--- src/hw/rtl/nba_pkg.sv ---
package nba_pkg;

    localparam int COORD_BITS      = 12;
    localparam int ANGLE_W         = 16;
    localparam int INDEX_W         = 4;
    localparam int DIST_W          = 2 * COORD_BITS + 1;
    localparam int ACTIVE_W        = 5;
    localparam int CFG_IDX_W       = 1;
    localparam int CFG_DATA_W      = 5;
    localparam int MAX_ENTRIES_DEF = 16;

    localparam logic [CFG_IDX_W-1:0] REG_DISTANCE_MODE = 1'd0;
    localparam logic [CFG_IDX_W-1:0] REG_ACTIVE_COUNT  = 1'd1;

    localparam logic [ACTIVE_W-1:0] ACTIVE_COUNT_RST = 5'd16;

    localparam logic CMD_WRITE = 1'b0;
    localparam logic CMD_ASSOC = 1'b1;

    localparam logic MODE_EUCLID_SQ = 1'b0;
    localparam logic MODE_MANHATTAN = 1'b1;

    typedef logic [COORD_BITS-1:0] t_coord;

    typedef enum logic [2:0] {
        ST_IDLE,
        ST_SCAN,
        ST_HEAD,
        ST_TAIL,
        ST_DRAIN
    } t_state;

    typedef enum logic [1:0] {
        SRC_CENTRE,
        SRC_HEAD,
        SRC_TAIL
    } t_src;

    typedef struct packed {
        t_coord             x;
        t_coord             y;
        logic [ANGLE_W-1:0] angle;
    } t_centre_ent;

    typedef struct packed {
        t_coord head_x;
        t_coord head_y;
        t_coord tail_x;
        t_coord tail_y;
    } t_ends_ent;

    typedef struct packed {
        logic wr_entry;
        logic assoc_start;
        logic issue;
        t_src src;
        logic finish;
    } t_dp_cmd;

    typedef struct packed {
        logic busy;
        logic out_free;
    } t_dp_sts;

endpackage

--- src/hw/rtl/nba_dp.sv ---
module nba_dp import nba_pkg::*; #(
    parameter  int MAX_ENTRIES = MAX_ENTRIES_DEF,
    localparam int EW          = (MAX_ENTRIES > 1) ? $clog2(MAX_ENTRIES) : 1
) (
    input  logic                  i_clk,
    input  logic                  i_rst_n,
    input  logic                  i_cfg_we,
    input  logic [CFG_IDX_W-1:0]  i_cfg_index,
    input  logic [CFG_DATA_W-1:0] i_cfg_data,
    input  t_dp_cmd               i_cmd,
    input  logic [EW-1:0]         i_scan_addr,
    output t_dp_sts               o_sts,
    output logic [EW-1:0]         o_last_idx,
    input  logic [INDEX_W-1:0]    i_index,
    input  t_coord                i_com_x,
    input  t_coord                i_com_y,
    input  logic [ANGLE_W-1:0]    i_angle,
    input  t_coord                i_head_x,
    input  t_coord                i_head_y,
    input  t_coord                i_tail_x,
    input  t_coord                i_tail_y,
    output logic                  o_out_valid,
    input  logic                  i_out_ready,
    output logic [INDEX_W-1:0]    o_track_number,
    output logic [INDEX_W-1:0]    o_matched_entry,
    output logic [DIST_W-1:0]     o_best_distance,
    output t_coord                o_out_head_x,
    output t_coord                o_out_head_y,
    output t_coord                o_out_tail_x,
    output t_coord                o_out_tail_y,
    output logic                  o_swapped
);

    // configuration
    logic                r_distance_mode;
    logic [ACTIVE_W-1:0] r_active_count;

    always_ff @(posedge i_clk) begin
        if (!i_rst_n) begin
            r_distance_mode <= MODE_EUCLID_SQ;
            r_active_count  <= ACTIVE_COUNT_RST;
        end else if (i_cfg_we) begin
            unique case (i_cfg_index)
                REG_DISTANCE_MODE: r_distance_mode <= i_cfg_data[0];
                REG_ACTIVE_COUNT:  r_active_count  <= i_cfg_data[ACTIVE_W-1:0];
            endcase
        end
    end

    // clamp to 1 .. MAX_ENTRIES, given as last index
    always_comb begin
        if (r_active_count == '0) begin
            o_last_idx = '0;
        end else if (32'(r_active_count) > MAX_ENTRIES) begin
            o_last_idx = EW'(MAX_ENTRIES - 1);
        end else begin
            o_last_idx = EW'(r_active_count - 1'b1);
        end
    end

    // index folded into the table depth
    logic [EW-1:0] w_kmap [2**INDEX_W];
    for (genvar g = 0; g < 2**INDEX_W; g++) begin : g_kmap
        assign w_kmap[g] = EW'(g % MAX_ENTRIES);
    end

    logic [EW-1:0] w_k;
    assign w_k = w_kmap[i_index];

    // track under association
    logic [EW-1:0] r_k;
    t_coord        r_cx, r_cy;

    always_ff @(posedge i_clk) begin
        if (i_cmd.assoc_start) begin
            r_k  <= w_k;
            r_cx <= i_com_x;
            r_cy <= i_com_y;
        end
    end

    // centre and angle table, read by the scan
    t_centre_ent r_mem_ca [MAX_ENTRIES];
    t_centre_ent r_ca_rd;

    always_ff @(posedge i_clk) begin
        if (i_cmd.wr_entry) begin
            r_mem_ca[w_k] <= '{x: i_com_x, y: i_com_y, angle: i_angle};
        end
        r_ca_rd <= r_mem_ca[i_scan_addr];
    end

    // end point table, read at the track entry
    t_ends_ent     r_mem_ends [MAX_ENTRIES];
    t_ends_ent     r_ends_rd;
    t_ends_ent     w_ends_final;
    t_ends_ent     w_ends_wd;
    logic [EW-1:0] w_ends_addr;
    logic          w_ends_we;
    logic          w_swap;

    logic [DIST_W-1:0] r_dh, r_dt;

    assign w_swap       = (r_dh < r_dt);
    assign w_ends_final = w_swap ? '{head_x: r_ends_rd.tail_x, head_y: r_ends_rd.tail_y,
                                     tail_x: r_ends_rd.head_x, tail_y: r_ends_rd.head_y}
                                 : r_ends_rd;
    assign w_ends_we    = i_cmd.wr_entry | i_cmd.finish;
    assign w_ends_addr  = i_cmd.finish ? r_k : w_k;
    assign w_ends_wd    = i_cmd.finish ? w_ends_final
                                       : '{head_x: i_head_x, head_y: i_head_y,
                                           tail_x: i_tail_x, tail_y: i_tail_y};

    always_ff @(posedge i_clk) begin
        if (w_ends_we) begin
            r_mem_ends[w_ends_addr] <= w_ends_wd;
        end
        r_ends_rd <= r_mem_ends[r_k];
    end

    // distance pipeline: read tag, squares, sum, compare
    logic          r_p0_vld, r_p1_vld, r_p2_vld;
    t_src          r_p0_src, r_p1_src, r_p2_src;
    logic [EW-1:0] r_p0_j, r_p1_j, r_p2_j;
    logic [ANGLE_W-1:0] r_p1_ang, r_p2_ang;
    logic [2*COORD_BITS-1:0] r_sqx, r_sqy;
    logic [COORD_BITS:0]     r_sum;
    logic [DIST_W-1:0]       r_d;

    t_coord w_ax, w_ay, w_dx, w_dy;

    always_comb begin
        w_ax = r_ca_rd.x;
        w_ay = r_ca_rd.y;
        unique case (r_p0_src)
            SRC_HEAD: begin
                w_ax = r_ends_rd.head_x;
                w_ay = r_ends_rd.head_y;
            end
            SRC_TAIL: begin
                w_ax = r_ends_rd.tail_x;
                w_ay = r_ends_rd.tail_y;
            end
            default: begin
                w_ax = r_ca_rd.x;
                w_ay = r_ca_rd.y;
            end
        endcase
        w_dx = (w_ax > r_cx) ? w_ax - r_cx : r_cx - w_ax;
        w_dy = (w_ay > r_cy) ? w_ay - r_cy : r_cy - w_ay;
    end

    always_ff @(posedge i_clk) begin
        if (!i_rst_n) begin
            r_p0_vld <= 1'b0;
            r_p1_vld <= 1'b0;
            r_p2_vld <= 1'b0;
        end else begin
            r_p0_vld <= i_cmd.issue;
            r_p1_vld <= r_p0_vld;
            r_p2_vld <= r_p1_vld;
        end
    end

    always_ff @(posedge i_clk) begin
        r_p0_src <= i_cmd.src;
        r_p0_j   <= i_scan_addr;
        r_p1_src <= r_p0_src;
        r_p1_j   <= r_p0_j;
        r_p1_ang <= r_ca_rd.angle;
        r_sqx    <= (2*COORD_BITS)'(w_dx) * (2*COORD_BITS)'(w_dx);
        r_sqy    <= (2*COORD_BITS)'(w_dy) * (2*COORD_BITS)'(w_dy);
        r_sum    <= {1'b0, w_dx} + {1'b0, w_dy};
        r_p2_src <= r_p1_src;
        r_p2_j   <= r_p1_j;
        r_p2_ang <= r_p1_ang;
        r_d      <= (r_distance_mode == MODE_MANHATTAN)
                    ? DIST_W'(r_sum) : DIST_W'(r_sqx) + DIST_W'(r_sqy);
    end

    // running best; first entry always taken, tie goes to larger angle
    logic [DIST_W-1:0]  r_best_d;
    logic [EW-1:0]      r_best_j;
    logic [ANGLE_W-1:0] r_best_ang;

    always_ff @(posedge i_clk) begin
        if (r_p2_vld) begin
            unique case (r_p2_src)
                SRC_HEAD: r_dh <= r_d;
                SRC_TAIL: r_dt <= r_d;
                default: begin
                    if (r_p2_j == '0 || r_d < r_best_d) begin
                        r_best_d   <= r_d;
                        r_best_j   <= r_p2_j;
                        r_best_ang <= r_p2_ang;
                    end else if (r_d == r_best_d && r_p2_ang > r_best_ang) begin
                        r_best_j   <= r_p2_j;
                        r_best_ang <= r_p2_ang;
                    end
                end
            endcase
        end
    end

    // output register
    logic r_out_valid;
    logic w_busy;

    assign w_busy = r_p0_vld | r_p1_vld | r_p2_vld;

    always_ff @(posedge i_clk) begin
        if (!i_rst_n) begin
            r_out_valid <= 1'b0;
        end else if (i_cmd.finish) begin
            r_out_valid <= 1'b1;
        end else if (i_out_ready) begin
            r_out_valid <= 1'b0;
        end
    end

    always_ff @(posedge i_clk) begin
        if (i_cmd.finish) begin
            o_track_number  <= INDEX_W'(r_k);
            o_matched_entry <= INDEX_W'(r_best_j);
            o_best_distance <= r_best_d;
            o_out_head_x    <= w_ends_final.head_x;
            o_out_head_y    <= w_ends_final.head_y;
            o_out_tail_x    <= w_ends_final.tail_x;
            o_out_tail_y    <= w_ends_final.tail_y;
            o_swapped       <= w_swap;
        end
    end

    assign o_out_valid    = r_out_valid;
    assign o_sts.busy     = w_busy;
    assign o_sts.out_free = !r_out_valid || i_out_ready;

    a_finish_idle_pipe: assert property (@(posedge i_clk) disable iff (!i_rst_n)
        i_cmd.finish |-> !w_busy)
        else $error("result taken while distance pipeline still busy");

    a_tail_last: assert property (@(posedge i_clk) disable iff (!i_rst_n)
        (r_p2_vld && r_p2_src == SRC_TAIL) |=> !w_busy)
        else $error("beat left in pipeline behind tail distance");

    a_finish_loads_out: assert property (@(posedge i_clk) disable iff (!i_rst_n)
        i_cmd.finish |=> r_out_valid)
        else $error("finished result not held in output register");

endmodule

--- config.mk ---
export PLATFORM = sky130hd
export DESIGN_NAME = nba_dp
export DESIGN_NICKNAME = d
export VERILOG_FILES = /design/src/hw/rtl/nba_pkg.sv /design/src/hw/rtl/nba_dp.sv
export SDC_FILE = /design/constraint.sdc
export NUM_CORES = 2
export LEC_CHECK = 0
export BUFFER_PORTS_ARGS = -buffer_cell sky130_fd_sc_hd__buf_2
export CORE_UTILIZATION = 40
export CTS_CLUSTER_DIAMETER = 80
export CTS_CLUSTER_SIZE = 16
export DETAILED_ROUTE_END_ITERATION = 10
export MAX_ROUTING_LAYER = met4
export SKIP_CTS_REPAIR_TIMING = 1
export SLEW_MARGIN = 25
export SYNTH_ARGS = -nofsm -noshare
export SYNTH_HDL_FRONTEND = slang
export SYNTH_SLANG_ARGS = --single-unit
--- constraint.sdc ---
create_clock -name i_clk -period 9.3 [get_ports i_clk]
set_input_delay 0.93 -clock i_clk [delete_from_list [all_inputs] [get_ports i_clk]]
set_output_delay 0.93 -clock i_clk [all_outputs]
set_load 0.01 [all_outputs]
==> results.tsv <==
stage	metric	value	unit
critical_path	crit_path_frequent_cell	fa_1	
timing	setup_violations	0	
critical_path	setup.worst_path.class	flop to flop	
detailed_routing	vias	39100	
global_routing	grt_pass1_vias	39600	
placed_design	dp_hpwl	111000	um
synth	syn-instance-count	4301	
critical_path	critPathLaunchType	flop	
final_layout	seqCellArea	53100	um2
hold_path	min_path_type	input port to flop	
synth	synth_cell_type_count	72	
floorplanning	rows	161	
critical_path	cp.arrival	9550	ps
critical_path	cpPeakStageDelay	620	ps
placed_design	io_buffers	200	
floorplanning	coreArea	193000	um2
clock_network	clkTransAtPathRegs	70	ps
detailed_routing	drtIter0Drc	3755	
final_layout	layout.nets	5129	
clock_network	cts_max_level	4	
placed_design	placed_cells	6975	
detailed_routing	drc_errors	0	
final_layout	n_fill_cell	16500	
clock_network	cts_tree	done	
synth	synthArstFlopShare	0	
floorplanning	die_y	444	um
timing	worst_slew_pin_slew	1120	ps
synth	syn-cell-area	78200	um2
global_routing	grt_pass1_wl	274000	um
final_layout	drive_above_1_share	0.228	
synth	synthTopCellsByArea	edfxtp_1 62%, mux4_2 13%, dfxtp_1 5.9%	
clock_network	cts_sinks	1845	
global_routing	grt.overflow.total	0	
detailed_routing	via_per_inst	5.40	
final_layout	stdcell_count	7239	
detailed_routing	wl_per_cell	26.0	um
detailed_routing	postRouteAntennaNets	0	
timing	fin_skew	47.6	ps
floorplanning	initial_core_util	0.404	
detailed_routing	totalWireLength	188000	um
placed_design	globalplace.congestion	0.876	
timing	drv_slew	0	
floorplanning	pin_count	201	
floorplanning	die_w	444	um
synth	synth_top_area_share	0.620	
timing	rsz0062_at_grt	true	
timing	period_needed	8850	ps
critical_path	endpoint_kind	flop	
synth	synth_edf_count	1613	
critical_path	cp.required	10000	ps
critical_path	cp_max_fo	11	
clock_network	clk_path_buf_depth	3	
timing	setup_tns	0	ps
final_layout	multi_input_area	23400	um2
synth	ys_seq_elements	1845	
timing	timing.final.crit_share	0.951	
synth	ys.flop_type	edfxtp_1	
global_routing	antenna_found_initial	26	
job	maxCapViolCount	0	
clock_network	clock_latency	820	ps
floorplanning	dieArea	197000	um2
clock_network	numCtsBuffers	139	
synth	avgSynthCellArea	18.2	um2
global_routing	grt_max_degree	148	
clock_network	cts_root_buf	clkbuf_16	
final_layout	syn2layout_area_growth	11.7	%
timing	fmax	0.113	GHz
status	status	finished, final reports clean	
detailed_routing	first_pass_iters	5	
synth	seq_area_frac_synth	0.679	
synth	syn_nets	4839	
synth	ys_warn_count	0	
synth	synth_largest_area_cell	edfxtp_1	
timing	hold_viol_final	0	
timing	slew_headroom	0.254	
critical_path	cpMaxStageDelayCell	fa_1	
global_routing	grtUsageTotal	0.197	
==> layout make-up <==
type,count,share of cell area
diodes,11,0.000315
clock buffers,227,0.0441
clock inverters,25,0.00467
inverters,397,0.0171
multi-input cells,1912,0.268
flip-flops and latches,1845,0.608
well taps,2526,0.0362
repair buffers,296,0.0223
==> cells by family (layout without fill, tap and decap cells) <==
family | count (synthesis) | after routing | share of synthesized area
compound gates | 338 | 338 | 0.0275
xor+xnor | 92 | 92 | 0.0108
fa+ha+maj | 426 | 426 | 0.0839
buf+inv | 544 | 945 | 0.0266
flops | 1845 | 1845 | 0.679
mux | 558 | 558 | 0.144
other cells | 0 | 11 | 0
simple gates | 498 | 498 | 0.0285
==> layer usage <==
layer | vias to the layer above | global-route usage | part of all wire
met2 | 1166 | 0.318 | 0.50
li1 | 17000 | - | -
met4 | 0 | 0.0517 | 0.025
met3 | 252 | 0.0302 | 0.054
met1 | 20600 | 0.260 | 0.43
met5 | - | - | 0
==> cell usage after synthesis (3+ instances only) <==
| master | number |
|---|---|
| edfxtp_1 | 1613 |
| mux4_2 | 440 |
| inv_1 | 391 |
| ha_1 | 263 |
| dfxtp_1 | 232 |
| nor2_1 | 193 |
| fa_1 | 163 |
| nand2_1 | 146 |
| clkbuf_1 | 101 |
| mux2_2 | 98 |
| a21oi_1 | 90 |
| o21ai_0 | 89 |
| xnor2_1 | 57 |
| a21o_1 | 40 |
| buf_1 | 32 |
| nor3_1 | 32 |
| xor2_1 | 30 |
| nand3_1 | 28 |
| a22oi_1 | 25 |
| o21a_1 | 25 |
| nand2b_1 | 23 |
| nor2b_1 | 20 |
| mux2i_1 | 17 |
| nand4_1 | 17 |
| a31oi_1 | 11 |
| a21boi_0 | 9 |
| and2_1 | 8 |
| buf_2 | 7 |
| o21bai_1 | 7 |
| or3_1 | 7 |
| and3_1 | 6 |
| a211oi_1 | 5 |
| buf_4 | 5 |
| nand3b_1 | 5 |
| inv_2 | 4 |
| o41a_1 | 4 |
| a41oi_1 | 3 |
| mux2_1 | 3 |
| nor4_1 | 3 |
| o21ai_2 | 3 |
| o31a_1 | 3 |
| o31ai_1 | 3 |
| xnor2_2 | 3 |
==> critical path, delay by kind of cell, from the launching register on <==
| family | cells | cell delay (ps) |
|---|---|---|
| and+or+nand+nor | 6 | 1050 |
| AOI/OAI and AO/OA | 12 | 2750 |
| DFF | 1 | 400 |
| buffers and inverters | 5 | 430 |
| adders and majority gates | 8 | 3430 |
| muxes | 1 | 310 |
| xor gates and xnor gates | 2 | 360 |
==> placed cells by master, fill, tap and decap left out, types with 7 or more instances in the layout <==
cell type,instances
mux2_2,98
clkbuf_1,86
buf_6,9
mux4_2,440
buf_4,80
edfxtp_1,1613
nand2b_1,23
o21a_1,24
nor2_4,25
clkbuf_16,141
dfxtp_1,232
mux2i_1,17
or3_1,7
ha_1,261
nor2_1,168
a21boi_0,9
o21ai_0,89
nand4_1,17
xor2_1,30
nor2b_1,20
a21oi_1,86
fa_1,163
a22oi_1,20
nor3_1,28
xnor2_2,7
a21o_1,40
diode_2,11
nand3_1,27
xnor2_1,53
and2_1,8
inv_1,391
buf_2,195
nand2_1,145
a31oi_1,11
==> flip-flops by register name, summed over array words and instances (netlist names), 13 cells and up <==
signal           count
r_mem_ends         768
r_mem_ca           640
r_ends_rd           48
r_ca_rd             40
o_best_distance     25
r_best_d            25
r_d                 25
r_dh                25
r_dt                25
r_sqx               23
r_sqy               23
r_best_ang          16
r_p1_ang            16
r_p2_ang            16
r_sum               13
==> metrics by stage <==
stage          cell area [um2]  setup slack, ps  hold slack (ps)   util
5_1_grt                  87300            -67.3              200  0.452
3_3_place_gp             82700              436              310  0.428
4_1_cts                  87200              232              165  0.451
6_report                 87300              452              233  0.452
3_5_place_dp             82900              230              312  0.429
2_1_floorplan            78200              829              310      -
==> final timing paths <==
kind                from     endpoint  slack (ps)  cells past startpoint
min reg2reg   r_ca_rd[2]  r_p1_ang[2]         330                      0
max reg2reg  r_p0_src[1]    r_sqy[23]         450                     34
max          r_p0_src[1]    r_sqy[23]         450                     34
min             i_cmd[2]  r_p0_src[1]         230                      1
Power is left out: the tool's default activity adds up to more than one toggle a clock period on the data nets, which glitch-free logic cannot reach.
