--- src/hw/rtl/nba_pkg.sv ---
package nba_pkg;

    localparam int COORD_BITS      = 12;
    localparam int ANGLE_W         = 16;
    localparam int INDEX_W         = 4;
    localparam int DIST_W          = 2 * COORD_BITS + 1;
    localparam int ACTIVE_W        = 5;
    localparam int CFG_IDX_W       = 1;
    localparam int CFG_DATA_W      = 5;
    localparam int MAX_ENTRIES_DEF = 16;

    localparam logic [CFG_IDX_W-1:0] REG_DISTANCE_MODE = 1'd0;
    localparam logic [CFG_IDX_W-1:0] REG_ACTIVE_COUNT  = 1'd1;

    localparam logic [ACTIVE_W-1:0] ACTIVE_COUNT_RST = 5'd16;

    localparam logic CMD_WRITE = 1'b0;
    localparam logic CMD_ASSOC = 1'b1;

    localparam logic MODE_EUCLID_SQ = 1'b0;
    localparam logic MODE_MANHATTAN = 1'b1;

    typedef logic [COORD_BITS-1:0] t_coord;

    typedef enum logic [2:0] {
        ST_IDLE,
        ST_SCAN,
        ST_HEAD,
        ST_TAIL,
        ST_DRAIN
    } t_state;

    typedef enum logic [1:0] {
        SRC_CENTRE,
        SRC_HEAD,
        SRC_TAIL
    } t_src;

    typedef struct packed {
        t_coord             x;
        t_coord             y;
        logic [ANGLE_W-1:0] angle;
    } t_centre_ent;

    typedef struct packed {
        t_coord head_x;
        t_coord head_y;
        t_coord tail_x;
        t_coord tail_y;
    } t_ends_ent;

    typedef struct packed {
        logic wr_entry;
        logic assoc_start;
        logic issue;
        t_src src;
        logic finish;
    } t_dp_cmd;

    typedef struct packed {
        logic busy;
        logic out_free;
    } t_dp_sts;

endpackage

--- src/hw/rtl/nba_ctrl.sv ---
module nba_ctrl import nba_pkg::*; #(
    parameter  int MAX_ENTRIES = MAX_ENTRIES_DEF,
    localparam int EW          = (MAX_ENTRIES > 1) ? $clog2(MAX_ENTRIES) : 1
) (
    input  logic          i_clk,
    input  logic          i_rst_n,
    input  logic          i_in_valid,
    input  logic          i_in_command,
    output logic          o_in_ready,
    input  logic [EW-1:0] i_last_idx,
    input  t_dp_sts       i_sts,
    output t_dp_cmd       o_cmd,
    output logic [EW-1:0] o_scan_addr
);

    t_state        r_state, n_state;
    logic [EW-1:0] r_j, n_j;

    always_ff @(posedge i_clk) begin
        if (!i_rst_n) begin
            r_state <= ST_IDLE;
            r_j     <= '0;
        end else begin
            r_state <= n_state;
            r_j     <= n_j;
        end
    end

    always_comb begin
        n_state    = r_state;
        n_j        = r_j;
        o_in_ready = 1'b0;
        o_cmd      = '0;
        unique case (r_state)
            ST_IDLE: begin
                o_in_ready = 1'b1;
                if (i_in_valid) begin
                    if (i_in_command == CMD_ASSOC) begin
                        o_cmd.assoc_start = 1'b1;
                        n_state           = ST_SCAN;
                        n_j               = '0;
                    end else begin
                        o_cmd.wr_entry = 1'b1;
                    end
                end
            end
            ST_SCAN: begin
                o_cmd.issue = 1'b1;
                o_cmd.src   = SRC_CENTRE;
                if (r_j == i_last_idx) begin
                    n_state = ST_HEAD;
                end else begin
                    n_j = r_j + 1'b1;
                end
            end
            ST_HEAD: begin
                o_cmd.issue = 1'b1;
                o_cmd.src   = SRC_HEAD;
                n_state     = ST_TAIL;
            end
            ST_TAIL: begin
                o_cmd.issue = 1'b1;
                o_cmd.src   = SRC_TAIL;
                n_state     = ST_DRAIN;
            end
            ST_DRAIN: begin
                // wait for the distance pipeline and a free output register
                if (!i_sts.busy && i_sts.out_free) begin
                    o_cmd.finish = 1'b1;
                    n_state      = ST_IDLE;
                end
            end
            default: begin
                n_state = ST_IDLE;
            end
        endcase
    end

    assign o_scan_addr = r_j;

    a_scan_in_range: assert property (@(posedge i_clk) disable iff (!i_rst_n)
        (r_state == ST_SCAN) |-> (r_j <= i_last_idx))
        else $error("scan counter past last active entry");

    a_assoc_starts_scan: assert property (@(posedge i_clk) disable iff (!i_rst_n)
        o_cmd.assoc_start |=> (r_state == ST_SCAN && r_j == '0))
        else $error("associate beat did not start a scan at entry zero");

    a_drain_busy: assert property (@(posedge i_clk) disable iff (!i_rst_n)
        (r_state == ST_TAIL) |=> (r_state == ST_DRAIN && i_sts.busy))
        else $error("pipeline empty straight after tail issue");

endmodule

--- config.mk ---
export PLATFORM = sky130hd
export DESIGN_NAME = nba_ctrl
export DESIGN_NICKNAME = d
export VERILOG_FILES = /design/src/hw/rtl/nba_pkg.sv /design/src/hw/rtl/nba_ctrl.sv
export SDC_FILE = /design/constraint.sdc
export NUM_CORES = 1
export LEC_CHECK = 0
export BUFFER_PORTS_ARGS = -buffer_cell sky130_fd_sc_hd__buf_2
export CORE_AREA = 5 5 42 44
export CTS_CLUSTER_SIZE = 28
export DETAILED_ROUTE_END_ITERATION = 10
export DIE_AREA = 0 0 47 49
export MAX_ROUTING_LAYER = met4
export PLACE_DENSITY_LB_ADDON = 0.12
export SLEW_MARGIN = 20
export SYNTH_ARGS = -nofsm -noshare
export SYNTH_HDL_FRONTEND = slang
export SYNTH_SLANG_ARGS = --single-unit
--- constraint.sdc ---
create_clock -name i_clk -period 2.4 [get_ports i_clk]
set_input_delay 0.12 -clock i_clk [delete_from_list [all_inputs] [get_ports i_clk]]
set_output_delay 0.12 -clock i_clk [all_outputs]
set_load 0.03 [all_outputs]
==> results of run 1 <==
[cells in the mapped netlist (2+ instances only)]
master	n	area [um2]
sky130_fd_sc_hd__inv_1	3	11.3
sky130_fd_sc_hd__nand4_1	2	12.5
sky130_fd_sc_hd__nand3b_1	3	22.5
sky130_fd_sc_hd__nor2_1	5	18.8
sky130_fd_sc_hd__xor2_1	4	35.0
sky130_fd_sc_hd__dfxtp_1	7	140
sky130_fd_sc_hd__a21oi_1	2	10.0
sky130_fd_sc_hd__nand2_1	4	15.0
sky130_fd_sc_hd__a31oi_1	2	12.5
sky130_fd_sc_hd__nand3_1	7	35.0
[worst max-delay path, cell delays in order (launching register included)]
cell and delay, ns:
sky130_fd_sc_hd__dfxtp_1 0.39, sky130_fd_sc_hd__nor3_1 0.34, sky130_fd_sc_hd__nand3_1 0.30, sky130_fd_sc_hd__inv_1 0.11, sky130_fd_sc_hd__buf_2 0.20
[where the power goes]
group / total (mW) / switching (mW) / leakage (nW) / internal, mW
clock: 0.106 / 0.0424 / 0.0150 / 0.0634
sequential: 0.124 / 0.00483 / 0.0567 / 0.120
combinational: 0.0592 / 0.0374 / 0.211 / 0.0217
[routing by layer]
| metal | global-route usage, % | vias up | wire (um) |
|---|---|---|---|
| met3 | 6.64 | 2 | 97 |
| met2 | 17.0 | 13 | 507 |
| met4 | 2.76 | 0 | 8 |
| met5 | - | - | 0 |
| met1 | 13.9 | 205 | 467 |
| li1 | - | 237 | - |
[sequential cells by signal (all words and copies together), names as in the netlist]
signal,flops
o_scan_addr,4
r_state,3
[cell families after synthesis]
kind of cell,count (synthesis)
flip-flops,7
AND/OR/NAND/NOR,28
buffers and inverters,4
XOR/XNOR,4
AO/OA/AOI/OAI,9
adder cells (fa/ha/maj),1
[layout make-up]
class / instances / area, um2 / area share (%)
multi-input combinational: 42 / 277 / 48.1
sequential: 7 / 140 / 24.4
timing repair buffer: 20 / 100 / 17.4
clock buffer: 4 / 26.3 / 4.58
tap: 16 / 20.0 / 3.49
inverter: 3 / 11.3 / 1.96
[metrics by stage]
| step | cell area (um2) | util (%) | setup WS, ns |
|---|---|---|---|
| 4_1_cts | 574 | 41.0 | 0.646 |
| 6_report | 574 | 41.0 | 0.696 |
| 3_5_place_dp | 548 | 39.1 | 0.810 |
| 5_1_grt | 574 | 41.0 | 0.528 |
| 2_1_floorplan | 433 | - | 0.446 |
| 3_3_place_gp | 548 | 39.1 | 0.821 |
[worst max-delay path by stage]
| stage | startpoint | endpoint | depth (start not counted) |
|---|---|---|---|
| 2_1_floorplan | r_state[2] | o_scan_addr[2] | 5 |
| 3_3_place_gp | o_scan_addr[0] | o_scan_addr[3] | 4 |
| 3_5_place_dp | o_scan_addr[1] | o_scan_addr[3] | 4 |
| 4_1_cts | r_state[2] | o_cmd[4] | 4 |
| 5_1_grt | r_state[0] | o_cmd[4] | 4 |
| 6_report | r_state[2] | o_cmd[4] | 4 |
==> flow_summary.ini, run 1 <==
[status]
run_status = finished clean

[clock_tree]
numCtsBuffers = 3
cts_max_path_buffers = 2
cts_root_buffer = sky130_fd_sc_hd__clkbuf_4
count_of_instances_resized_after_the_clock_tree_is_built = 0
clock-sinks = 7
clk_pin_slew_ns = 0.05
cts-hold-fix-buffers = 0
postCtsSetupBuffers = 0
clock_latency_on_the_worst_skew_pair_ns = 0.25
cts.htree.levels = 1
tritoncts = yes

[place]
place_congestion = 0.657
placed_cells_incl_taps = 88
io_buffer_count = 20
place_hpwl_um = 857

[route]
detail_route.first_pass.iterations = 4
drc = 0
route.vias.total = 457
detail_route.vias_per_cell = 4.97
avgRoutedWirePerCell_um = 11.7
postRouteWirelength_um = 1080
postRouteAntennaNets = 0
drt_iter0_markers = 3

[timing]
slew-limit-headroom_pct = 53.1
unrepaired_setup_endpoints_after_global_routing = no
fmax_ghz = 0.587
tightest_slew_ns = 0.696
report.final.hold_viol_count = 0
fin_crit_sh_pct = 71.0
fin_tns_setup_ns = 0
fin_worst_hold_slack_ns = 0.169
skew_ns = 0.000159
final_period_minus_worst_setup_slack_ns = 1.70
finalSetupViolCount = 0
slew_violations = 0

[global_routing]
grt_total_ovfl = 0
grt_pass1_wl_um = 1930
grt.total_usage_pct = 11.7
maximum_number_of_pins_on_one_net_before_global_route_repair = 9
grt_pass1_vias = 444
antenna_found_initial = 0

[critical_path]
worst-endpoint-arrival_ns = 1.58
worstSetupPathType = reg -> out
reg2reg_to = o_scan_addr[3]
worst_ep_required_time_ns = 2.28
depth_of_the_most_critical_reg_to_reg_path = 4
r2r_setup_slk_ns = 0.77
timing.critical_path.to_type = output port
critPathLaunchType = register
crit-reg2reg-launch = o_scan_addr[1]
max_fo_critical_path = 8

[run]
maxCapViolCount = 0

[synthesis]
ys_seq_elements = 7
synth_async_sr_flop_share_pct = 0
synth-edff-count = 0
synth_xor_area_share_pct = 8.09
ys_seq_area_share_pct = 32.4
synth_cell_types = 24
dominant_combinational_cell_family_by_area_after_synthesis = simple AND/OR/NAND/NOR gates
synth.mux.area_fraction_pct = 0
post_synth.cell_area_avg_um2 = 8.17
synth_compound_area_share_pct = 15.3
synth_fa_ha_area_share_pct = 2.89
syn_nets = 64
syn-instance-count = 53
synth-warning-count = 0
synth-main-ff-cell = sky130_fd_sc_hd__dfxtp_1
synth-simple-area-share_pct = 37.6
synth.cell_area_um2 = 433

[power_and_ir_drop]
p_per_area_nw_per_um2 = 504
p_leak_nw = 0.282
power.ir.vdd_worst_v = 0.000251
total_power_mw = 0.289

[cells_and_area]
number_of_standard_cells_in_the_layout_taps_in_and_fillers_out = 92
post_route_cells_drive_above_1_share_pct = 32.9
mostFrequentLayoutCells = sky130_fd_sc_hd__buf_2 (20), sky130_fd_sc_hd__nand3_1 (7), sky130_fd_sc_hd__dfxtp_1 (7)
flow.area_growth_from_synthesis_pct = 32.7
fillers = 166
layout_commonest_cell = sky130_fd_sc_hd__buf_2
num_antenna_cells = 0
num-nets-final = 88

[hold_path]
hold_path_end = o_scan_addr[1]
worstHoldPathCells = 3
worst_hold_path_type = in -> reg
holdCritStartpoint = i_rst_n

[die]
std_cell_rows = 14
core_um2 = 1400
chipHeight_um = 49
initial_utilization_pct = 30.9
io_pins = 21
design.die.area_um2 = 2300
chipWidth_um = 47
No activity file was read; power rests on OpenSTA's default activity.
==> run 2: changes to the inputs <==
==> constraint.sdc (replaced) <==
create_clock -name i_clk -period 1.4 [get_ports i_clk]
set_input_delay 0.07 -clock i_clk [delete_from_list [all_inputs] [get_ports i_clk]]
set_output_delay 0.07 -clock i_clk [all_outputs]
set_load 0.03 [all_outputs]
==> run 2 against run 1 <==
Net effect:
- cell area increased by 42%
- non-clock buffer count increased by 15
- largest power group unchanged
- sequential power increased by 67%
- final cell count increased by 16%
- wire length increased by 18%
- via count increased by 12%
- sequential share of layout area decreased by 5.3 points
- clock skew about the same
- highest routed layer unchanged
- combinational power increased to 2.8 times the previous value
==> flow_summary.ini, run 2 (synthesis results as in run 1) <==
[timing]
fin_crit_sh_pct = 98.0
finalSetupViolCount = 0
slew-limit-headroom_pct = 81.6
unrepaired_setup_endpoints_after_global_routing = yes
fin_worst_hold_slack_ns = 0.111
final.setup.worst_slack_ns = 0.0280
slew_violations = 0
tightest_slew_ns = 0.275
fmax_ghz = 0.729
final_period_minus_worst_setup_slack_ns = 1.37
fin_tns_setup_ns = 0
report.final.hold_viol_count = 0
skew_ns = 0.000321

[route]
drc = 0
detail_route.vias_per_cell = 4.80
detail_route.first_pass.iterations = 4
postRouteWirelength_um = 1280
route.vias.total = 514
avgRoutedWirePerCell_um = 11.9
drt_iter0_markers = 9
postRouteAntennaNets = 0

[critical_path]
worst_ep_required_time_ns = 1.33
timing.critical_path.to_type = output port
max_fo_critical_path = 4
critPathLaunchType = register
worst-endpoint-arrival_ns = 1.30
worstSetupPathType = reg -> out

[power_and_ir_drop]
p_per_area_nw_per_um2 = 688
p_leak_nw = 0.384
power.ir.vdd_worst_v = 0.000349

[global_routing]
grt_pass1_wl_um = 2130
maximum_number_of_pins_on_one_net_before_global_route_repair = 8
grt_total_ovfl = 0
grt_pass1_vias = 490
antenna_found_initial = 0
grt.total_usage_pct = 13.0

[cells_and_area]
multi_input_comb_area_um2 = 374
post_route_cells_drive_above_1_share_pct = 63.7
number_of_standard_cells_in_the_layout_taps_in_and_fillers_out = 107
fillers = 141
layout_commonest_cell = sky130_fd_sc_hd__buf_4
ff_latch_area_um2 = 156
mostFrequentLayoutCells = sky130_fd_sc_hd__buf_4 (17), sky130_fd_sc_hd__buf_2 (16)
largest_reg_flops = 4
num-nets-final = 103
flow.area_growth_from_synthesis_pct = 89.0
num_antenna_cells = 0
postLayoutCoreUtil_pct = 58.4

[clock_tree]
cts.htree.levels = 1
clock_latency_on_the_worst_skew_pair_ns = 0.25
clk_pin_slew_ns = 0.05
tritoncts = yes
cts_max_path_buffers = 2
clock-sinks = 7
cts_root_buffer = sky130_fd_sc_hd__clkbuf_4
numCtsBuffers = 3
cts-hold-fix-buffers = 0

[die]
chipWidth_um = 47
initial_utilization_pct = 30.9
design.die.area_um2 = 2300
io_pins = 21
core_um2 = 1400
chipHeight_um = 49
std_cell_rows = 14

[place]
place_congestion = 0.704
place_hpwl_um = 1010
place_ws_ns = -0.0160
io_buffer_count = 20
placed_cells_incl_taps = 101

[status]
run_status = finished clean

[hold_path]
worst_hold_path_type = in -> reg

[run]
maxCapViolCount = 0
[run 2: changes by cell type in the layout (fill, tap and decap cells not counted), sizes merged]
| cell | previous run | this run |
|---|---|---|
| buf | 20 | 35 |
[run 2: layout make-up]
type / instances / share of cell area (%)
multi-input combinational: 42 / 45.7
clock buffer: 4 / 3.21
timing repair buffer: 35 / 28.1
tap: 16 / 2.45
inverter: 3 / 1.38
sequential: 7 / 19.1
[run 2: worst paths after layout]
check | from | endpoint | slack [ns] | depth (start not counted)
worst max-delay path | r_state[1] | o_cmd[5] | 0.03 | 4
worst min-delay path | i_rst_n | o_scan_addr[1] | 0.11 | 3
worst max register to register | o_scan_addr[3] | o_scan_addr[3] | 0.03 | 5
worst min register to register | r_state[0] | r_state[2] | 0.52 | 2
[run 2: metrics by stage]
step / power (mW) / cell area [um2]
2_1_floorplan: 0.295 / 483
3_3_place_gp: 0.353 / 689
3_5_place_dp: 0.354 / 689
4_1_cts: 0.558 / 766
5_1_grt: 0.588 / 818
6_report: 0.563 / 818
[run 2: power breakdown]
part           internal [mW]  switching, mW  total (mW)
combinational         0.0774         0.0889       0.166
clock                  0.109         0.0808       0.190
sequential             0.200        0.00639       0.207
[run 2: critical path: stages, from the launching register on]
cell	delay (ns)
sky130_fd_sc_hd__dfxtp_4	0.35
sky130_fd_sc_hd__buf_4	0.14
sky130_fd_sc_hd__nor3_4	0.23
sky130_fd_sc_hd__and3b_1	0.20
sky130_fd_sc_hd__buf_6	0.13
[run 2: what timing repair did]
action                                  in CTS  in global routing
buffers inserted                             2                  2
pin swaps                                    5                 10
endpoints found under the setup margin       2                  7
resized for setup                            6                 16
[run 2: layer usage]
layer | global-route usage, % | wire length [um] | vias up
met3 | 3.32 | 88 | 4
met5 | - | 0 | -
li1 | - | - | 265
met2 | 20.8 | 655 | 14
met1 | 14.1 | 503 | 231
met4 | 6.91 | 29 | 0
==> run 3: changes to the inputs <==
--- a/config.mk
+++ b/config.mk
@@ -11,7 +11,7 @@
 export DETAILED_ROUTE_END_ITERATION = 10
 export DIE_AREA = 0 0 47 49
 export MAX_ROUTING_LAYER = met4
-export PLACE_DENSITY_LB_ADDON = 0.12
+export PLACE_DENSITY = 0.7
 export SLEW_MARGIN = 20
 export SYNTH_ARGS = -nofsm -noshare
 export SYNTH_HDL_FRONTEND = slang
==> constraint.sdc (replaced) <==
create_clock -name i_clk -period 1.6 [get_ports i_clk]
set_input_delay 0.08 -clock i_clk [delete_from_list [all_inputs] [get_ports i_clk]]
set_output_delay 0.08 -clock i_clk [all_outputs]
set_load 0.03 [all_outputs]
==> run 3 against run 2 <==
Net effect:
- sequential power is 9.7% lower
- setup slack better by 0.11 ns
- critical endpoint is now o_scan_addr[3]
- largest cell class unchanged
- largest power group unchanged
- register-to-register slack better by 0.11 ns
- total power is 19% lower
==> flow_summary.ini, run 3 (synthesis results as in run 1) <==
[status]
run_status = finished clean

[clock_tree]
clock_latency_on_the_worst_skew_pair_ns = 0.26
clk_pin_slew_ns = 0.05
numCtsBuffers = 3
cts_max_path_buffers = 2
clock-sinks = 7
cts.htree.levels = 1
tritoncts = yes
cts_root_buffer = sky130_fd_sc_hd__clkbuf_4

[route]
drt_iter0_markers = 2
postRouteWirelength_um = 1160
route.vias.total = 485
detail_route.first_pass.iterations = 4
drc = 0
avgRoutedWirePerCell_um = 12.2
postRouteAntennaNets = 0
detail_route.vias_per_cell = 5.11

[cells_and_area]
mostFrequentLayoutCells = sky130_fd_sc_hd__buf_2 (20), sky130_fd_sc_hd__dfxtp_1 (7), sky130_fd_sc_hd__nand3_1 (6)
layout_commonest_cell = sky130_fd_sc_hd__buf_2
num-nets-final = 91
largest_reg_flops = 4
num_antenna_cells = 0
fillers = 155
post_route_cells_drive_above_1_share_pct = 39.2
number_of_standard_cells_in_the_layout_taps_in_and_fillers_out = 95
flow.area_growth_from_synthesis_pct = 44.5

[place]
io_buffer_count = 20
placed_cells_incl_taps = 91
place_hpwl_um = 927
place_congestion = 0.774

[global_routing]
maximum_number_of_pins_on_one_net_before_global_route_repair = 9
grt.total_usage_pct = 11.7
antenna_found_initial = 0
grt_total_ovfl = 0
grt_pass1_wl_um = 1870
grt_pass1_vias = 445

[critical_path]
critPathLaunchType = register
worst_ep_required_time_ns = 1.75
worstSetupStartpoint = o_scan_addr[0]
timing.critical_path.to_type = register
crit-reg2reg-launch = o_scan_addr[0]
worst-endpoint-arrival_ns = 1.61
max_fo_critical_path = 8
worstSetupPathType = reg -> reg

[power_and_ir_drop]
p_leak_nw = 0.304
p_per_area_nw_per_um2 = 730
power.ir.vdd_worst_v = 0.000287

[die]
core_um2 = 1400
initial_utilization_pct = 30.9
chipWidth_um = 47
design.die.area_um2 = 2300
std_cell_rows = 14
chipHeight_um = 49
io_pins = 21

[hold_path]
holdCritStartpoint = i_rst_n
worst_hold_path_type = in -> reg

[timing]
fmax_ghz = 0.685
tightest_slew_ns = 0.449
slew_violations = 0
report.final.hold_viol_count = 0
slew-limit-headroom_pct = 69.8
fin_tns_setup_ns = 0
skew_ns = 0.00400
final_period_minus_worst_setup_slack_ns = 1.46
finalSetupViolCount = 0
fin_crit_sh_pct = 91.3
unrepaired_setup_endpoints_after_global_routing = no

[run]
maxCapViolCount = 0
-- run 3: final timing paths --
path | depth (start not counted) | slack (ns) | to
worst max-delay path | 4 | 0.14 | o_scan_addr[3]
worst min-delay path | 3 | 0.12 | r_state[0]
worst max register to register | 4 | 0.14 | o_scan_addr[3]
worst min register to register | 2 | 0.53 | o_scan_addr[3]
-- run 3: area by class of cell --
class	instances	area, um2	area share (%)
Sequential cell	7	140	22.4
Inverter	3	11.3	1.80
Clock buffer	4	26.3	4.20
Timing Repair Buffer	23	123	19.6
Multi-Input combinational cell	42	305	48.8
Tap cell	16	20.0	3.20
-- run 3: report_power, final --
group          total (mW)  switching [mW]  leakage (nW)  internal [mW]
clock network       0.168          0.0720        0.0150         0.0956
registers           0.187         0.00796        0.0567          0.179
logic               0.102          0.0622         0.233         0.0395
total               0.457           0.142         0.304          0.314
-- run 3: per-stage QoR --
| stage | setup slack (ns) | hold slack (ns) | total power, mW | util [%] | area [um2] |
|---|---|---|---|---|---|
| floorplan | 0.0179 | 0.227 | 0.254 | - | 449 |
| global placement | 0.176 | 0.390 | 0.287 | 41.9 | 587 |
| detailed placement | 0.0997 | 0.390 | 0.290 | 41.9 | 587 |
| CTS | 0.0827 | 0.119 | 0.455 | 43.8 | 613 |
| global route | 0.000174 | 0.147 | 0.482 | 44.6 | 626 |
| finish | 0.140 | 0.116 | 0.457 | 44.6 | 626 |
-- run 3: worst max-delay path, cell delays in order (launching register included) --
cell and delay [ns]:
sky130_fd_sc_hd__dfxtp_1 0.45, sky130_fd_sc_hd__xor2_2 0.14, sky130_fd_sc_hd__o41ai_4 0.51, sky130_fd_sc_hd__or3_1 0.18
sky130_fd_sc_hd__a31oi_1 0.07
-- run 3: repair_timing --
item	in CTS	in global routing
hold buffers	0	0
resized for setup	0	2
buffers inserted	0	0
setup endpoints to repair	0	2
-- run 3: routing by layer --
| layer | wire [um] | GRT usage (%) | up-vias |
|---|---|---|---|
| met3 | 97 | 2.21 | 5 |
| met5 | 0 | - | - |
| met4 | 46 | 9.68 | 0 |
| met1 | 497 | 13.9 | 216 |
| met2 | 517 | 16.3 | 19 |
| li1 | - | - | 245 |
